### config.mk
export PLATFORM = sky130hd
export DESIGN_NAME = domain_health_supervisor_flat
export DESIGN_NICKNAME = d
export VERILOG_FILES = /design/src/rtl/core/dhs_pkg.sv /design/src/rtl/core/dhs_ifs.sv /design/src/rtl/core/dhs_slot_mem.sv /design/src/rtl/core/dhs_ctrl.sv /design/src/rtl/core/domain_health_supervisor.sv /design/src/flat_wrapper.sv
export SDC_FILE = /design/constraint.sdc
export NUM_CORES = 2
export LEC_CHECK = 0
export BUFFER_PORTS_ARGS = -buffer_cell sky130_fd_sc_hd__buf_2
export CORE_MARGIN = 8
export CORE_UTILIZATION = 67
export CTS_CLUSTER_SIZE = 12
export DETAILED_ROUTE_END_ITERATION = 10
export PLACE_DENSITY_LB_ADDON = 0.1
export SYNTH_ARGS = -nofsm -noshare
export SYNTH_HDL_FRONTEND = slang
export SYNTH_SLANG_ARGS = --single-unit
### constraint.sdc
create_clock -name clk -period 34.7 [get_ports clk]
set_input_delay 1.735 -clock clk [delete_from_list [all_inputs] [get_ports clk]]
set_output_delay 1.735 -clock clk [all_outputs]
set_load 0.1 [all_outputs]
### src/rtl/core/dhs_pkg.sv
// ----------------------------------------------------------------------------
// dhs_pkg
// types, codes and helpers shared by the domain health supervisor
// ----------------------------------------------------------------------------
package dhs_pkg;

	localparam int NUM_SLOTS_DEF = 8;
	localparam logic [15:0] CHECK_INTERVAL_RST = 16'd10;
	localparam logic [31:0] GEN_CTR_RST = 32'd1;

	typedef enum logic [3:0] {
		REQ_REGISTER    = 4'd0,
		REQ_PROGRESS    = 4'd1,
		REQ_IDLE        = 4'd2,
		REQ_SELF_TEST   = 4'd3,
		REQ_ISOLATE     = 4'd4,
		REQ_TICK        = 4'd5,
		REQ_POLL        = 4'd6,
		REQ_FENCE_START = 4'd7,
		REQ_FENCE_DONE  = 4'd8
	} req_kind_t;

	typedef enum logic [2:0] {
		HS_STARTING   = 3'd0,
		HS_HEALTHY    = 3'd1,
		HS_DEGRADED   = 3'd2,
		HS_RECOVERING = 3'd3,
		HS_ISOLATED   = 3'd4,
		HS_FENCING    = 3'd5,
		HS_SAFE       = 3'd6,
		HS_IDLE       = 3'd7
	} health_t;

	typedef enum logic [1:0] {
		EV_NONE    = 2'd0,
		EV_FENCE   = 2'd1,
		EV_RESTART = 2'd2,
		EV_SAFE    = 2'd3
	} ev_t;

	typedef enum logic [2:0] {
		ST_IDLE,
		ST_OP,
		ST_SCAN_RD,
		ST_SCAN_OP,
		ST_EMIT
	} ctrl_state_t;

	typedef struct packed {
		logic [3:0]  req_type;
		logic [63:0] now_ms;
		logic [2:0]  slot_index;
		logic [31:0] handle_generation;
		logic [31:0] handle_epoch;
		logic [63:0] marker_value;
		logic [31:0] heartbeat_ms;
		logic [31:0] recovery_ms;
		logic [7:0]  budget;
		logic        pass_flag;
		logic        query_mode;
	} req_t;

	typedef struct packed {
		logic        status;
		logic [1:0]  event_kind;
		logic [2:0]  event_slot;
		logic [31:0] event_generation;
		logic [31:0] event_epoch;
		logic        output_permitted;
	} res_t;

	typedef struct packed {
		logic [31:0] generation;
		health_t     health;
		logic [31:0] epoch;
		logic [63:0] marker;
		logic [7:0]  restarts_used;
		logic [31:0] heartbeat_limit;
		logic [31:0] recovery_limit;
		logic [7:0]  restart_limit;
		logic [63:0] deadline;
	} slot_entry_t;

	// now plus span, saturating at all ones
	function automatic logic [63:0] deadline_from(input logic [63:0] now,
		input logic [31:0] span);
		logic [64:0] sum;
		sum = {1'b0, now} + {33'd0, span};
		return sum[64] ? {64{1'b1}} : sum[63:0];
	endfunction

endpackage

### src/rtl/core/dhs_ifs.sv
// ----------------------------------------------------------------------------
// dhs_ifs
// request, result and configuration channels
// ----------------------------------------------------------------------------
interface dhs_req_if import dhs_pkg::*; ();
	logic valid;
	logic ready;
	req_t data;
	modport source (output valid, output data, input ready);
	modport sink (input valid, input data, output ready);
endinterface

interface dhs_res_if import dhs_pkg::*; ();
	logic valid;
	logic ready;
	res_t data;
	modport source (output valid, output data, input ready);
	modport sink (input valid, input data, output ready);
endinterface

interface dhs_cfg_if ();
	logic        valid;
	logic        ready;
	logic [15:0] data;
	modport source (output valid, output data, input ready);
	modport sink (input valid, input data, output ready);
endinterface

### src/rtl/core/dhs_slot_mem.sv
// ----------------------------------------------------------------------------
// dhs_slot_mem
// per-slot record store, one write and one registered read port
// ----------------------------------------------------------------------------
module dhs_slot_mem import dhs_pkg::*; #(
	parameter int NUM_SLOTS = NUM_SLOTS_DEF,
	parameter int IDX_W = 3
) (
	input  logic             clk,
	input  logic             we,
	input  logic [IDX_W-1:0] waddr,
	input  slot_entry_t      wdata,
	input  logic [IDX_W-1:0] raddr,
	output slot_entry_t      rdata
);

	slot_entry_t mem [NUM_SLOTS];

	always_ff @(posedge clk) begin
		if (we) begin
			mem[waddr] <= wdata;
		end
	end

	always_ff @(posedge clk) begin
		rdata <= mem[raddr];
	end

endmodule

### src/rtl/core/dhs_ctrl.sv
// ----------------------------------------------------------------------------
// dhs_ctrl
// request sequencer: read-modify-write of slot records, scans, result buffer
// ----------------------------------------------------------------------------
module dhs_ctrl import dhs_pkg::*; #(
	parameter int NUM_SLOTS = NUM_SLOTS_DEF,
	parameter int IDX_W = 3,
	parameter int CNT_W = 4
) (
	input  logic             clk,
	input  logic             arst_n,
	input  logic [15:0]      check_interval,
	input  logic             req_valid,
	output logic             req_ready,
	input  req_t             req_data,
	output logic             res_valid,
	input  logic             res_ready,
	output res_t             res_data,
	output logic             mem_we,
	output logic [IDX_W-1:0] mem_waddr,
	output slot_entry_t      mem_wdata,
	output logic [IDX_W-1:0] mem_raddr,
	input  slot_entry_t      mem_rdata
);

	localparam logic [IDX_W-1:0] LAST_IDX = IDX_W'(NUM_SLOTS - 1);
	localparam logic [CNT_W-1:0] LAST_CNT = CNT_W'(NUM_SLOTS - 1);

	ctrl_state_t state_q, state_nxt;
	req_t req_q;
	logic [IDX_W-1:0] idx_q, t_q, t_nxt, cursor_q, free_idx;
	logic [CNT_W-1:0] cnt_q;
	logic in_range_q, free_found, reg_take, sweep_go, scan_last;
	logic [NUM_SLOTS-1:0] active_q;
	logic [31:0] gen_ctr_q, gen_use;
	logic [63:0] last_sweep_q;
	logic hit_q, cap, fin_hit;
	ev_t hit_kind_q, kind_now, fin_kind;
	logic [IDX_W-1:0] hit_slot_q, fin_slot;
	logic [31:0] hit_gen_q, hit_ep_q, fin_gen, fin_ep;
	res_t pend_q, op_res, scan_res, out_q;
	logic out_valid_q, load_out, ok, expire;
	logic [6:0] s_wide_in, s_wide_t, s_wide_f;
	logic [63:0] since;
	health_t new_h;
	slot_entry_t d;
	logic [31:0] ep_inc;

	assign d = mem_rdata;
	assign s_wide_in = {4'd0, req_data.slot_index};
	assign req_ready = (state_q == ST_IDLE);
	assign load_out = (state_q == ST_EMIT) && (!out_valid_q || res_ready);
	assign res_valid = out_valid_q;
	assign res_data = out_q;
	assign t_nxt = (t_q == LAST_IDX) ? '0 : t_q + 1'b1;
	assign scan_last = (cnt_q == LAST_CNT);
	assign since = req_q.now_ms - last_sweep_q;
	assign sweep_go = since >= {48'd0, check_interval};

	always_comb begin
		free_found = 1'b0;
		free_idx = '0;
		for (int i = NUM_SLOTS - 1; i >= 0; i--) begin
			if (!active_q[i]) begin
				free_found = 1'b1;
				free_idx = IDX_W'(i);
			end
		end
	end

	assign gen_use = (gen_ctr_q == 32'd0) ? 32'd1 : gen_ctr_q;
	assign ok = in_range_q && active_q[idx_q] &&
		d.generation == req_q.handle_generation && d.epoch == req_q.handle_epoch;
	assign ep_inc = (d.epoch + 32'd1 == 32'd0) ? 32'd1 : d.epoch + 32'd1;

	// next state
	always_comb begin
		state_nxt = state_q;
		case (state_q)
			ST_IDLE: begin
				if (req_valid) state_nxt = ST_OP;
			end
			ST_OP: begin
				if (req_q.req_type == REQ_POLL ||
					(req_q.req_type == REQ_TICK && sweep_go)) state_nxt = ST_SCAN_RD;
				else state_nxt = ST_EMIT;
			end
			ST_SCAN_RD: state_nxt = ST_SCAN_OP;
			ST_SCAN_OP: state_nxt = scan_last ? ST_EMIT : ST_SCAN_RD;
			ST_EMIT: begin
				if (load_out) state_nxt = ST_IDLE;
			end
			default: state_nxt = ST_IDLE;
		endcase
	end

	// single-slot operations and scan expiry writes
	always_comb begin
		op_res = '0;
		op_res.status = 1'b1;
		reg_take = 1'b0;
		mem_we = 1'b0;
		mem_waddr = idx_q;
		mem_wdata = d;
		expire = 1'b0;
		s_wide_t = {{(7-IDX_W){1'b0}}, free_idx};
		if (state_q == ST_OP) begin
			case (req_q.req_type)
				REQ_REGISTER: begin
					if (req_q.heartbeat_ms != 32'd0 && req_q.recovery_ms != 32'd0 &&
						free_found) begin
						reg_take = 1'b1;
						mem_we = 1'b1;
						mem_waddr = free_idx;
						mem_wdata.generation = gen_use;
						mem_wdata.health = HS_STARTING;
						mem_wdata.epoch = 32'd1;
						mem_wdata.marker = '0;
						mem_wdata.restarts_used = '0;
						mem_wdata.heartbeat_limit = req_q.heartbeat_ms;
						mem_wdata.recovery_limit = req_q.recovery_ms;
						mem_wdata.restart_limit = req_q.budget;
						mem_wdata.deadline = deadline_from(req_q.now_ms, req_q.recovery_ms);
						op_res.status = 1'b0;
						op_res.event_slot = s_wide_t[2:0];
						op_res.event_generation = gen_use;
						op_res.event_epoch = 32'd1;
					end
				end
				REQ_PROGRESS: begin
					if (ok && d.health inside {HS_STARTING, HS_HEALTHY, HS_DEGRADED, HS_IDLE}
						&& req_q.marker_value > d.marker) begin
						mem_we = 1'b1;
						mem_wdata.marker = req_q.marker_value;
						mem_wdata.health = HS_HEALTHY;
						mem_wdata.deadline = deadline_from(req_q.now_ms, d.heartbeat_limit);
						op_res.status = 1'b0;
					end
				end
				REQ_IDLE: begin
					if (ok && d.health == HS_HEALTHY) begin
						mem_we = 1'b1;
						mem_wdata.health = HS_IDLE;
						mem_wdata.deadline = {64{1'b1}};
						op_res.status = 1'b0;
					end
				end
				REQ_SELF_TEST: begin
					if (ok && d.health inside {HS_RECOVERING, HS_STARTING}) begin
						mem_we = 1'b1;
						mem_wdata.health = req_q.pass_flag ? HS_STARTING : HS_ISOLATED;
						mem_wdata.marker = '0;
						mem_wdata.deadline = deadline_from(req_q.now_ms, d.recovery_limit);
						op_res.status = 1'b0;
					end
				end
				REQ_ISOLATE: begin
					if (ok && d.health != HS_SAFE) begin
						mem_we = 1'b1;
						mem_wdata.health = HS_ISOLATED;
						op_res.status = 1'b0;
					end
				end
				REQ_TICK: op_res.status = 1'b0;
				REQ_POLL: op_res.status = 1'b0;
				REQ_FENCE_START: begin
					if (ok && d.health == HS_ISOLATED) begin
						mem_we = 1'b1;
						mem_wdata.health = HS_FENCING;
						op_res.status = 1'b0;
					end
				end
				REQ_FENCE_DONE: begin
					if (req_q.query_mode) begin
						op_res.status = 1'b0;
						op_res.output_permitted = ok && d.health inside {HS_HEALTHY, HS_IDLE};
					end else if (ok && d.health == HS_FENCING) begin
						mem_we = 1'b1;
						op_res.status = 1'b0;
						op_res.event_slot = req_q.slot_index;
						op_res.event_generation = d.generation;
						if (!req_q.pass_flag || d.restarts_used >= d.restart_limit) begin
							mem_wdata.health = HS_SAFE;
							op_res.event_kind = EV_SAFE;
							op_res.event_epoch = d.epoch;
						end else begin
							mem_wdata.restarts_used = d.restarts_used + 8'd1;
							mem_wdata.epoch = ep_inc;
							mem_wdata.health = HS_RECOVERING;
							mem_wdata.deadline = deadline_from(req_q.now_ms, d.recovery_limit);
							op_res.event_kind = EV_RESTART;
							op_res.event_epoch = ep_inc;
						end
					end
				end
				default: op_res.status = 1'b1;
			endcase
		end else if (state_q == ST_SCAN_OP) begin
			expire = active_q[t_q] &&
				d.health inside {HS_STARTING, HS_HEALTHY, HS_DEGRADED, HS_RECOVERING} &&
				req_q.now_ms >= d.deadline;
			mem_we = expire;
			mem_waddr = t_q;
			mem_wdata.health = HS_ISOLATED;
		end
	end

	// scan hit tracking
	always_comb begin
		new_h = expire ? HS_ISOLATED : d.health;
		case (new_h)
			HS_ISOLATED:   kind_now = EV_FENCE;
			HS_RECOVERING: kind_now = EV_RESTART;
			HS_SAFE:       kind_now = EV_SAFE;
			default:       kind_now = EV_NONE;
		endcase
		cap = (state_q == ST_SCAN_OP) && (req_q.req_type == REQ_POLL) && !hit_q &&
			active_q[t_q] && kind_now != EV_NONE;
		fin_hit = hit_q || cap;
		fin_kind = hit_q ? hit_kind_q : kind_now;
		fin_slot = hit_q ? hit_slot_q : t_q;
		fin_gen = hit_q ? hit_gen_q : d.generation;
		fin_ep = hit_q ? hit_ep_q : d.epoch;
		s_wide_f = {{(7-IDX_W){1'b0}}, fin_slot};
		scan_res = '0;
		if (fin_hit && req_q.req_type == REQ_POLL) begin
			scan_res.event_kind = fin_kind;
			scan_res.event_slot = s_wide_f[2:0];
			scan_res.event_generation = fin_gen;
			scan_res.event_epoch = fin_ep;
		end
	end

	// read address
	always_comb begin
		case (state_q)
			ST_IDLE:    mem_raddr = s_wide_in[IDX_W-1:0];
			ST_SCAN_RD: mem_raddr = t_q;
			default:    mem_raddr = idx_q;
		endcase
	end

	always_ff @(posedge clk or negedge arst_n) begin
		if (!arst_n) begin
			state_q <= ST_IDLE;
			active_q <= '0;
			gen_ctr_q <= GEN_CTR_RST;
			last_sweep_q <= '0;
			cursor_q <= '0;
			out_valid_q <= 1'b0;
			hit_q <= 1'b0;
		end else begin
			state_q <= state_nxt;
			if (reg_take) begin
				active_q[free_idx] <= 1'b1;
				gen_ctr_q <= gen_use + 32'd1;
			end
			if (state_q == ST_OP) begin
				hit_q <= 1'b0;
				if (req_q.req_type == REQ_TICK && sweep_go) last_sweep_q <= req_q.now_ms;
			end
			if (cap) hit_q <= 1'b1;
			if (state_q == ST_SCAN_OP && scan_last && req_q.req_type == REQ_POLL &&
				fin_hit) begin
				cursor_q <= (fin_slot == LAST_IDX) ? '0 : fin_slot + 1'b1;
			end
			if (load_out) out_valid_q <= 1'b1;
			else if (res_ready) out_valid_q <= 1'b0;
		end
	end

	always_ff @(posedge clk) begin
		if (state_q == ST_IDLE && req_valid) begin
			req_q <= req_data;
			idx_q <= s_wide_in[IDX_W-1:0];
			in_range_q <= s_wide_in < 7'(NUM_SLOTS);
		end
		if (state_q == ST_OP) begin
			pend_q <= op_res;
			t_q <= cursor_q;
			cnt_q <= '0;
		end
		if (state_q == ST_SCAN_OP) begin
			t_q <= t_nxt;
			cnt_q <= cnt_q + 1'b1;
			if (scan_last) pend_q <= scan_res;
		end
		if (cap) begin
			hit_kind_q <= kind_now;
			hit_slot_q <= t_q;
			hit_gen_q <= d.generation;
			hit_ep_q <= d.epoch;
		end
		if (load_out) out_q <= pend_q;
	end

	a_one_item: assert property (@(posedge clk) disable iff (!arst_n)
		(req_valid && req_ready) |=> !req_ready)
		else $error("second beat taken while an item is in flight");
	a_out_free: assert property (@(posedge clk) disable iff (!arst_n)
		load_out |-> (!out_valid_q || res_ready))
		else $error("result buffer overwritten");
	a_we_state: assert property (@(posedge clk) disable iff (!arst_n)
		mem_we |-> (state_q == ST_OP || state_q == ST_SCAN_OP))
		else $error("slot write outside an execute step");
	a_hit_kind: assert property (@(posedge clk) disable iff (!arst_n)
		hit_q |-> (hit_kind_q != EV_NONE))
		else $error("recorded poll hit without an event");

endmodule

### src/rtl/core/domain_health_supervisor.sv
// ----------------------------------------------------------------------------
// domain_health_supervisor
// watchdog table of supervised domains with fencing and restart budget
// ----------------------------------------------------------------------------
// One request is in work at a time. A slot request (register, progress,
// idle, self test, isolate, fence start, fence done, output query) and an
// ungated tick go from accept to result through memory read, execute and
// write back, and result load. A sweeping tick and every poll walk all
// NUM_SLOTS slot records through the single-read-port record memory, with
// a read step and an execute step per slot. The next request is taken while
// the previous result still waits at the output.
module domain_health_supervisor import dhs_pkg::*; #(
	parameter int NUM_SLOTS = NUM_SLOTS_DEF
) (
	input  logic       clk,
	input  logic       arst_n,
	dhs_req_if.sink    req,
	dhs_res_if.source  res,
	dhs_cfg_if.sink    cfg
);

	localparam int IDX_W = (NUM_SLOTS > 1) ? $clog2(NUM_SLOTS) : 1;
	localparam int CNT_W = $clog2(NUM_SLOTS + 1);

	logic [15:0] interval_q;
	logic mem_we;
	logic [IDX_W-1:0] mem_waddr, mem_raddr;
	slot_entry_t mem_wdata, mem_rdata;

	assign cfg.ready = 1'b1;

	always_ff @(posedge clk or negedge arst_n) begin
		if (!arst_n) begin
			interval_q <= CHECK_INTERVAL_RST;
		end else if (cfg.valid) begin
			interval_q <= cfg.data;
		end
	end

	dhs_slot_mem #(.NUM_SLOTS(NUM_SLOTS), .IDX_W(IDX_W)) u_mem (
		.clk   (clk),
		.we    (mem_we),
		.waddr (mem_waddr),
		.wdata (mem_wdata),
		.raddr (mem_raddr),
		.rdata (mem_rdata)
	);

	dhs_ctrl #(.NUM_SLOTS(NUM_SLOTS), .IDX_W(IDX_W), .CNT_W(CNT_W)) u_ctrl (
		.clk            (clk),
		.arst_n         (arst_n),
		.check_interval (interval_q),
		.req_valid      (req.valid),
		.req_ready      (req.ready),
		.req_data       (req.data),
		.res_valid      (res.valid),
		.res_ready      (res.ready),
		.res_data       (res.data),
		.mem_we         (mem_we),
		.mem_waddr      (mem_waddr),
		.mem_wdata      (mem_wdata),
		.mem_raddr      (mem_raddr),
		.mem_rdata      (mem_rdata)
	);

endmodule

### src/flat_wrapper.sv
// flat-port wrapper written by rule: the top's interface ports become plain ports
module domain_health_supervisor_flat import dhs_pkg::*;
#(
	parameter int NUM_SLOTS = NUM_SLOTS_DEF
)
  (clk, arst_n, req_valid, req_data, req_ready, res_valid, res_data, res_ready, cfg_valid, cfg_data, cfg_ready);
  dhs_req_if req_i ();
  dhs_res_if res_i ();
  dhs_cfg_if cfg_i ();
  input  logic clk;
  input  logic arst_n;
  input wire logic [$bits(req_i.valid)-1:0] req_valid;
  input wire logic [$bits(req_i.data)-1:0] req_data;
  output wire logic [$bits(req_i.ready)-1:0] req_ready;
  output wire logic [$bits(res_i.valid)-1:0] res_valid;
  output wire logic [$bits(res_i.data)-1:0] res_data;
  input wire logic [$bits(res_i.ready)-1:0] res_ready;
  input wire logic [$bits(cfg_i.valid)-1:0] cfg_valid;
  input wire logic [$bits(cfg_i.data)-1:0] cfg_data;
  output wire logic [$bits(cfg_i.ready)-1:0] cfg_ready;
  assign req_i.valid = req_valid;
  assign req_i.data = req_data;
  assign req_ready = req_i.ready;
  assign res_valid = res_i.valid;
  assign res_data = res_i.data;
  assign res_i.ready = res_ready;
  assign cfg_i.valid = cfg_valid;
  assign cfg_i.data = cfg_data;
  assign cfg_ready = cfg_i.ready;
  domain_health_supervisor #(.NUM_SLOTS(NUM_SLOTS)) u_core (.clk(clk), .arst_n(arst_n), .req(req_i), .res(res_i), .cfg(cfg_i));
endmodule
==> results_dict.tcl <==
set metrics [dict create \
    path_category_of_the_worst_min_delay_check "register to register" \
    syn_avg_cell_area_sq_um 15.52 \
    globalRouteTotalUtil 0.3376 \
    fp.dieH_um 460.6 \
    dr.first_iter.drc_count 10670 \
    outcome "finished clean" \
    yosysSeqAreaShare 0.6706 \
    synth.cell_area_sq_um 132400 \
    power.density_nw_per_um2 85.03 \
    grt_max_degree 144 \
    area_added_between_synthesis_and_finish_pct 11.13 \
    cts.htree.levels 5 \
    post_synth_inst_count 8535 \
    critical_path.max_fanout 53 \
    detailedRoute.firstPassIterationCount 9 \
    floorplan.initialDensity 0.6729 \
    wire_per_inst_um 30.71 \
    synth_commonest_cells "sky130_fd_sc_hd__edfxtp_1 (2,620), sky130_fd_sc_hd__nand2_1 (687), sky130_fd_sc_hd__mux4_2 (554), sky130_fd_sc_hd__o21ai_0 (393), sky130_fd_sc_hd__a21oi_1 (379)" \
    finalCriticalPeriod_ns 7.610 \
    place.detailed.hpwl_um 228300 \
    max-cap-violations 0 \
    p_total_mw 12.52 \
    cts.hold.buffers_added 0 \
    grt_pass1_wl_um 531900 \
    ioPinCount 368 \
    worst_hold_path.num_cells 0 \
    ys_async_sr_fraction 0.04137 \
    grt_setup_unrepaired "false" \
    crit_top_cell "sky130_fd_sc_hd__buf_4" \
    kind_of_critical_path "register to register" \
    via_count_of_the_first_global_routing_pass 80310 \
    maxSlewHeadroom 0.07247 \
    cts_buffer_depth 4 \
    coreArea_sq_um 196800 \
    drc 0 \
    wl_um 364100 \
    globalRouteOverflowTotal 0 \
    postSynthRegisterBits 3094 \
    crit_path_top_delay_cell "sky130_fd_sc_hd__nor4_1" \
    static-leakage-power_nw 51.11 \
    synth_area_leaders "sky130_fd_sc_hd__edfxtp_1 (59%), sky130_fd_sc_hd__mux4_2 (9.4%), sky130_fd_sc_hd__dfxtp_1 (5.2%), sky130_fd_sc_hd__ha_1 (3.0%), sky130_fd_sc_hd__mux2_2 (2.4%)" \
    buffer_ports.inserted 366 \
    crit_arrival_ns 8.13 \
    worstMarginPinSlew_ns 1.382 \
    die_width_um 460.6 \
    yosysWarningCount 0 \
    netlist-cell-type-count 95 \
    detailroute.via_count 81630 \
    layout.nets 9577 \
    worstPathRequired_ns 35.22 \
    fraction_of_final_layout_cells_sized_beyond_drive_strength_1 0.1992 \
    antenna_found_initial 11 \
    worst_r2r_path_depth 15 \
    cts_post_setup_buffers_inserted 0 \
    synthFlopType "sky130_fd_sc_hd__edfxtp_1" \
    netlist.area_leader.share 0.5940 \
    die_area_sq_um 212200 \
    synth_most_common_cell "sky130_fd_sc_hd__edfxtp_1" \
    finalMaxSlewViolations 0 \
    route.antenna.remaining_nets 0 \
    clk_pin_slew_worst_paths_ns 0.06 \
    p_comb_frac 0.326 \
    holdWs_ns 0.4285 \
    critical_path.max_stage_delay_ns 0.90 \
    p_sw_frac 0.3404 \
    gpl_congestion 0.9955 \
    share_of_the_cycle_needed_by_the_critical_path_after_routing 0.2193 \
    crit_path_start_kind "register" \
    finalClockSkew_ns 0.06595 \
    post_drt_via_cell_ratio 6.884 \
    power_report.internal_total_mw 8.255 \
    netlist.top_cell.by_area "sky130_fd_sc_hd__edfxtp_1" \
    std_cell_rows 163 \
    clock_latency_ns 0.96 \
    clock_sink_count 3094 \
    tritoncts "built" \
    finalSetupTns_ns 0 \
    timing.critical_path.cells "xor2_1 > nor4_1 > nand4_1 > or4_1 > nor3_2 > buf_4 > o311ai_1 > or2_2 > nand2_1 > a21o_1 > nand2_1 > nor2_4 > buf_4 > buf_4 > buf_4" \
    postSynthNetCount 9152 \
    worstSetupEndpointType "register" \
    timing.final.hold_violations 0 \
    clock.fmax_ghz 0.1314 \
    irDropWorstVdd_v 0.00007594 \
    clockRootBuffer "sky130_fd_sc_hd__clkbuf_16" \
    cts.repair.resized 0 \
    pwr-share-clk 0.258 \
    power.switching_mw 4.260 \
    setup_viol 0 \
    synth_edf_count 2620 \
    cts_buffers 330 \
    share_seq_of_total_power 0.415 \
]
-- power by group through the flow --
stage	clock network (mW)	logic (mW)	registers (mW)
after global routing	3.40	4.37	5.21
after global placement	0	3.90	5.24
after CTS	3.26	4.02	5.18
final	3.23	4.08	5.20
after detailed placement	0	3.98	5.25
after floorplan	0	2.82	5.16
-- flip-flops by register name, summed over array words and instances (netlist names), 4 cells and up --
signal                      flops
u_core.interval_q              16
u_core.u_ctrl.last_sweep_q     64
u_core.u_ctrl.hit_gen_q        32
u_core.u_ctrl.hit_ep_q         32
u_core.u_ctrl.pend_q           71
u_core.u_mem.rdata            275
u_core.u_ctrl.cnt_q             4
u_core.u_mem.mem             2200
u_core.u_ctrl.gen_ctr_q        32
u_core.u_ctrl.req_q           270
u_core.u_ctrl.active_q          8
u_core.u_ctrl.res_data         71
-- layer usage --
metal | vias to the layer above | track usage | routed length [um]
met5 | - | 0 | 25
met4 | 4 | 0.1185 | 13990
met3 | 837 | 0.07544 | 42020
met2 | 5291 | 0.5079 | 164100
met1 | 41360 | 0.4956 | 144000
li1 | 34140 | - | -
-- layout make-up --
cell class,instances,area (sq um)
clock buffers,533,9385
repair buffers,526,3152
flip-flops and latches,3094,88810
fillers,11720,49620
well taps,2640,3303
clock inverters,52,362.8
multi-input cells,4731,41120
inverters,277,1040
diodes,4,10.01
-- logic make-up (layout without fill, tap and decap cells) --
logic type / Yosys count / after routing / share of synthesized area
flops: 3094 / 3094 / 0.6706
simple gates: 1660 / 1660 / 0.05844
compound gates: 1465 / 1465 / 0.07011
mux: 975 / 975 / 0.1293
buf+inv: 710 / 1388 / 0.02055
fa+ha+maj: 323 / 323 / 0.03074
xor+xnor: 307 / 307 / 0.02030
other cells: 1 / 5 / 0.00002831
-- cell usage in the layout, fill, tap and decap left out, types with 150 or more instances in the layout --
cell type,synthesis,layout
sky130_fd_sc_hd__xnor2_1,159,159
sky130_fd_sc_hd__mux4_2,554,554
sky130_fd_sc_hd__clkbuf_1,339,171
sky130_fd_sc_hd__edfxtp_1,2620,2620
sky130_fd_sc_hd__clkbuf_16,0,334
sky130_fd_sc_hd__dfxtp_1,346,346
sky130_fd_sc_hd__buf_4,1,150
sky130_fd_sc_hd__ha_1,319,319
sky130_fd_sc_hd__inv_1,277,277
sky130_fd_sc_hd__nor2_1,337,324
sky130_fd_sc_hd__o21ai_0,393,391
sky130_fd_sc_hd__a21oi_1,379,378
sky130_fd_sc_hd__mux2_2,285,285
sky130_fd_sc_hd__buf_2,6,365
sky130_fd_sc_hd__nand2_1,687,685
-- final timing paths --
kind                                          startpoint                        endpoint  slack (ns)
worst max-delay path             u_core.u_mem.rdata[211]         u_core.u_mem.mem[2][16]       27.09
worst min-delay path            u_core.u_ctrl.pend_q[28]      u_core.u_ctrl.res_data[28]        0.43
worst max register to register   u_core.u_mem.rdata[211]         u_core.u_mem.mem[2][16]       27.09
worst min register to register  u_core.u_ctrl.pend_q[28]      u_core.u_ctrl.res_data[28]        0.43
max in group asynchronous                         arst_n  u_core.u_ctrl.last_sweep_q[30]       32.44
min in group asynchronous                         arst_n  u_core.u_ctrl.last_sweep_q[50]        0.83
-- stage by stage --
| stage | cell area, sq um | std cells | util | setup WS [ns] |
|---|---|---|---|---|
| floorplan | 132400 | 8535 | - | 19.14 |
| global placement | 137400 | 11270 | 0.6982 | 27.37 |
| detailed placement | 137400 | 11270 | 0.6982 | 27.25 |
| CTS | 147200 | 11850 | 0.7478 | 27.19 |
| global route | 147200 | 11860 | 0.7478 | 26.83 |
| finish | 147200 | 11860 | 0.7479 | 27.09 |
-- critical path: cells and delay by family, from the launching register on --
kind	cells	cell delay, ns
flops	1	0.60
xor+xnor	1	0.12
compound gates	2	0.41
buf+inv	4	2.55
simple gates	8	3.24
(Power assumes the default switching activity.)
